[src/grid_maze_backtracker_defines.svh]
// assertion macros for the maze carving block
// no dependencies; taken in by the top level with a plain include
`ifndef GRID_MAZE_BACKTRACKER_DEFINES_SVH
`define GRID_MAZE_BACKTRACKER_DEFINES_SVH
`ifndef SYNTHESIS
// same-cycle implication, checked on every rising edge out of reset
`define GMB_ASSERT_NOW(lbl, clk, rst_n, ante, cons) \
    lbl: assert property (@(posedge clk) disable iff (!rst_n) (ante) |-> (cons)) \
        else $error("gmb: same-cycle check failed");
// next-cycle implication
`define GMB_ASSERT_NEXT(lbl, clk, rst_n, ante, cons) \
    lbl: assert property (@(posedge clk) disable iff (!rst_n) (ante) |=> (cons)) \
        else $error("gmb: next-cycle check failed");
`else
`define GMB_ASSERT_NOW(lbl, clk, rst_n, ante, cons)
`define GMB_ASSERT_NEXT(lbl, clk, rst_n, ante, cons)
`endif
`endif

[src/gmb_pkg.sv]
// shared types, constants and helpers of the maze carving block
// no dependencies; imported by gmb_pick, grid_maze_backtracker and the testbench
package gmb_pkg;

    localparam int GRID_WIDTH_DEF  = 32;
    localparam int GRID_HEIGHT_DEF = 32;

    localparam int RND_W   = 15;   // random word
    localparam int COORD_W = 5;    // reported column and row
    localparam int DIR_W   = 2;

    // mode field of the input word
    localparam logic MODE_RESTART = 1'b0;
    localparam logic MODE_STEP    = 1'b1;

    // neighbour directions, also the order in which they are tested
    localparam logic [DIR_W-1:0] DIR_NORTH = 2'd0;
    localparam logic [DIR_W-1:0] DIR_SOUTH = 2'd1;
    localparam logic [DIR_W-1:0] DIR_EAST  = 2'd2;
    localparam logic [DIR_W-1:0] DIR_WEST  = 2'd3;

    typedef struct packed {
        logic             valid;   // at least one unvisited neighbour
        logic [DIR_W-1:0] dir;     // chosen neighbour
    } t_pick;

    // remainder by three: reciprocal multiply, then one subtract
    function automatic logic [1:0] mod3(input logic [RND_W-1:0] v);
        logic [31:0] prod;
        logic [15:0] quo;
        logic [16:0] quo3;
        logic [RND_W-1:0] rem;
        prod = 32'(v) * 32'd21846;
        quo  = prod[31:16];
        quo3 = {quo, 1'b0} + {1'b0, quo};
        rem  = v - quo3[RND_W-1:0];
        return rem[1:0];
    endfunction

endpackage

[src/gmb_pick.sv]
// picks one unvisited neighbour from the free mask and the random word
// depends on gmb_pkg (t_pick, direction codes)
module gmb_pick
    import gmb_pkg::*;
(
    input  logic [3:0] i_free,     // per direction, north first
    input  logic [1:0] i_rnd_lo,   // low bits of the random word
    input  logic [1:0] i_mod3,     // random word modulo three
    output t_pick      o_pick
);

    logic [2:0] w_cnt;
    logic [1:0] w_idx;
    logic [2:0] w_seen;
    logic [DIR_W-1:0] w_dir;

    always_comb begin
        w_cnt = 3'(i_free[0]) + 3'(i_free[1]) + 3'(i_free[2]) + 3'(i_free[3]);
        unique case (w_cnt)
            3'd2:    w_idx = {1'b0, i_rnd_lo[0]};
            3'd3:    w_idx = i_mod3;
            3'd4:    w_idx = i_rnd_lo;
            default: w_idx = 2'd0;
        endcase
        // walk the free list in direction order to the chosen entry
        w_dir  = DIR_NORTH;
        w_seen = 3'd0;
        for (int i = 0; i < 4; i++) begin
            if (i_free[i]) begin
                if (w_seen == {1'b0, w_idx}) begin
                    w_dir = DIR_W'(i);
                end
                w_seen = w_seen + 3'd1;
            end
        end
    end

    assign o_pick.valid = (w_cnt != 3'd0);
    assign o_pick.dir   = w_dir;

endmodule

[config.mk]
export PLATFORM = sky130hd
export DESIGN_NAME = gmb_pick
export DESIGN_NICKNAME = d
export VERILOG_FILES = /design/src/grid_maze_backtracker_defines.svh /design/src/gmb_pkg.sv /design/src/gmb_pick.sv
export SDC_FILE = /design/constraint.sdc
export NUM_CORES = 1
export LEC_CHECK = 0
export BUFFER_PORTS_ARGS = -buffer_cell sky130_fd_sc_hd__buf_2
export CAP_MARGIN = 30
export CELL_PAD_IN_SITES_DETAIL_PLACEMENT = 1
export CELL_PAD_IN_SITES_GLOBAL_PLACEMENT = 1
export CORE_AREA = 8 8 45 47
export DETAILED_ROUTE_END_ITERATION = 10
export DIE_AREA = 0 0 53 55
export PLACE_DENSITY = 0.65
export SYNTH_ARGS = -nofsm -noshare
export SYNTH_HDL_FRONTEND = slang
export SYNTH_SLANG_ARGS = --single-unit
export TNS_END_PERCENT = 10
[constraint.sdc]
create_clock -name vclk -period 2.4
set_input_delay 0.12 -clock vclk [all_inputs]
set_output_delay 0.12 -clock vclk [all_outputs]
set_load 0.01 [all_outputs]
* Word-level counts from Yosys, hierarchy flattened
Cells that the tools add are included.
Word-level totals: bits in registers 0, input bits 8, output and inout bits 3, logic and storage cells 22
Cells by class: $add $sub $neg 5, eq/ne operators 6, mux-type cells 10, reduce and logical (&&, ||, !) cells 1
Operators by type and width (count):
- $eq A3 B2 Y1 | 3
- $mux W2 | 4
- $add A3 B1 Y3 const B | 2
- $eq A3 B2 Y1 const B | 2
- $mux W3 | 2
- $pmux W2 S3 | 1
- $add A2 B1 Y3 | 1
- $add A3 B1 Y3 | 1
- $eq A3 B3 Y1 const B | 1
- $mux W1 | 3
- $reduce_bool A3 Y1 | 1
- $add A1 B1 Y2 | 1

* Longest topological paths before layout
depth after elaboration 12, gate-level depth with buffers 10, gate-level depth less buffers 10

* Worst setup path before layout
Ideal clock, no wire load.
kind in2out, from input port i_free[0], to output port o_pick[0] (netlist bit), arrival 2.272 ns, required time 2.280 ns, path slack 0.008 ns, stages 10, path buffers 0, cells stage by stage inv_1 fa_1 inv_1 ha_1 ha_1 and4b_1 a31oi_2 mux2i_1 o221ai_1 a21oi_1
RTL lines:
- start, declared | RTL line gmb_pick.sv:6 | input logic [3:0] i_free,
- end, declared | RTL line gmb_pick.sv:9 | output t_pick o_pick

==> results.yml <==
global_route:
  grt_overflow: 0
  met2_usage: 0.133
  antenna_found_initial: 0
  gr-usage-all-layers: 0.0666
  grt_pass1_vias: 395
  grt_pass1_wl_um: 1610
  globalRoute.busiestLayer: "met2"
  grt_max_degree: 10
  grt_util_met3: 0.00802
  use_met1: 0.0774
finish:
  nets: 80
  antennaDiodeCount: 0
  fill_cells: 173
  area_growth_pct: 73.1
  seq_cell_count: 0
  num-clock-buffers: 0
  ff_latch_area_um2: 0
  final_cells: 81
  drive_gt1_frac: 0.554
timing:
  rsz0062_at_grt: "true"
  maxSlewHeadroom: 0.828
  clock.fmax_ghz: 0.406
  period_needed_ns: 2.47
  fin_crit_sh: 1.03
  fin_ws_ns: -0.0656
  hold_ws_ns: 0.726
  hold_violations: 0
  finalSetupViolations: 2
  worst_pin_slew_ns: 0.257
  drv_slew: 0
detailed_routing:
  first_pass_iters: 2
  wl_per_cell_um: 11.8
  route.detailed.drc: 0
  routed_via_density: 4.83
  vias: 391
  finalWirelength_um: 954
  drtIter0Drc: 2
  antenna_left: 0
place:
  numPlacedInstances: 78
  gp_congestion: 0.669
  place_hpwl_um: 805
  port_buffers: 11
floorplan:
  die_area_um2: 2920
  core-area_um2: 1380
  die_h_um: 55
  placementRows: 14
  die_width_um: 53
  num_io_pins: 11
  start_util: 0.239
setup_path:
  cp_max_fo: 3
  startpoint: "i_free[0]"
  cp.arrival_ns: 2.35
  required_ns: 2.28
  worstSetupEndpointType: "output port"
  cp-start-kind: "primary input"
  endpoint: "o_pick[1]"
  worstSetupPathType: "primary input to output port"
power_and_ir_drop:
  p_per_area_nw_per_um2: 326
  ir_drop_mv: 0.131
  p_leak_uw: 0.000255
synthesis:
  yosysTopAreaCell: "ha_1"
  synth_common_cells: "inv_1, ha_1, nor2_1, xnor2_1"
  yosysWarnings: 0
  ys_types: 25
  yosysSeqAreaShare: 0
  synth_top_area_share: 0.152
  synth.most_common_cell: "inv_1"
  syn_inst: 42
  synth.avg_cell_area_um2: 7.86
  yosys-top-cells-area: "ha_1, xnor2_1, inv_1"
  synth_area_um2: 330
  syn_nets: 55
min_path:
  min-delay-start: "i_free[1]"
  hold_class: "primary input to output port"
outcome:
  outcome: "finished, violations left"
  violations: "negative setup slack"
run:
  drv_cap: 0
clocking:
  hold_buffers: 0
[how the worst min path moves through the flow]
stage / end / slack (ns) / cells past startpoint
2_1_floorplan: o_pick[0] / 0.38 / 2
3_3_place_gp: o_pick[0] / 0.74 / 5
3_5_place_dp: o_pick[0] / 0.75 / 5
4_1_cts: o_pick[0] / 0.74 / 5
5_1_grt: o_pick[0] / 0.76 / 5
6_report: o_pick[0] / 0.73 / 5
[power by group]
group	switching (uW)	internal [uW]	leakage, uW	total [uW]
registers	0	0	0	0
logic	86.9	99.8	0.000255	187
clock network	0	0	0	0
total	86.9	99.8	0.000255	187
[cell families (layout without fill, tap and decap cells)]
| group | count (synthesis) | after routing | share of synthesized area |
|---|---|---|---|
| AND/OR/NAND/NOR | 15 | 15 | 0.288 |
| adder cells (fa/ha/maj) | 5 | 5 | 0.212 |
| AO/OA/AOI/OAI | 9 | 9 | 0.235 |
| XOR/XNOR | 5 | 5 | 0.133 |
| buffers and inverters | 7 | 30 | 0.102 |
| multiplexers | 1 | 1 | 0.0303 |
[metrics by stage]
step / TNS (ns) / instance area (um^2) / total power, uW / setup slack (ns) / util
CTS: -0.236 / 542 / 181 / -0.136 / 0.392
global placement: -0.610 / 469 / 151 / -0.327 / 0.339
floorplan: 0 / 330 / 99.9 / 0.00784 / -
detailed placement: -0.717 / 469 / 155 / -0.396 / 0.339
finish: -0.114 / 572 / 187 / -0.0656 / 0.413
global route: -0.351 / 572 / 206 / -0.218 / 0.413
[worst max-delay path: stages]
cell	delay, ns
buf_8	0.08
inv_4	0.03
fa_1	0.54
inv_2	0.05
ha_4	0.15
ha_4	0.22
and4b_1	0.20
a31oi_4	0.20
buf_6	0.14
xor2_2	0.15
o211ai_1	0.10
a32oi_1	0.21
buf_2	0.16
[metal layers]
layer  part of all wire  wire (um)
met1               0.41        390
met2               0.55        524
met3              0.042         40
met4                  0          0
met5                  0          0
[cell type report]
cell class | instances | area (um^2) | share of cell area
well taps | 16 | 20.0 | 0.0350
repair buffers | 24 | 183 | 0.319
inverters | 6 | 27.5 | 0.0481
multi-input cells | 35 | 342 | 0.597
[timing repair]
action                                  in CTS  in global routing
endpoints found under the setup margin       2                  2
endpoints found under the hold margin        0                  0
setup buffers                                2                  1
pin swaps                                    4                  3
gates resized for setup                     13                  5
[placed cells by master (no fill, tap or decap), drive strengths merged]
cell type,n
nor2,3
mux2i,1
a31oi,2
a32oi,1
xor2,2
nand2b,2
o21ai,2
xnor2,3
fa,1
nand2,2
buf,24
nand4b,1
nand3,1
ha,4
o221ai,1
inv,6
a21oi,1
o211ai,2
or3,2
and4b,1
nor2b,3
(Power assumes the default switching activity.)
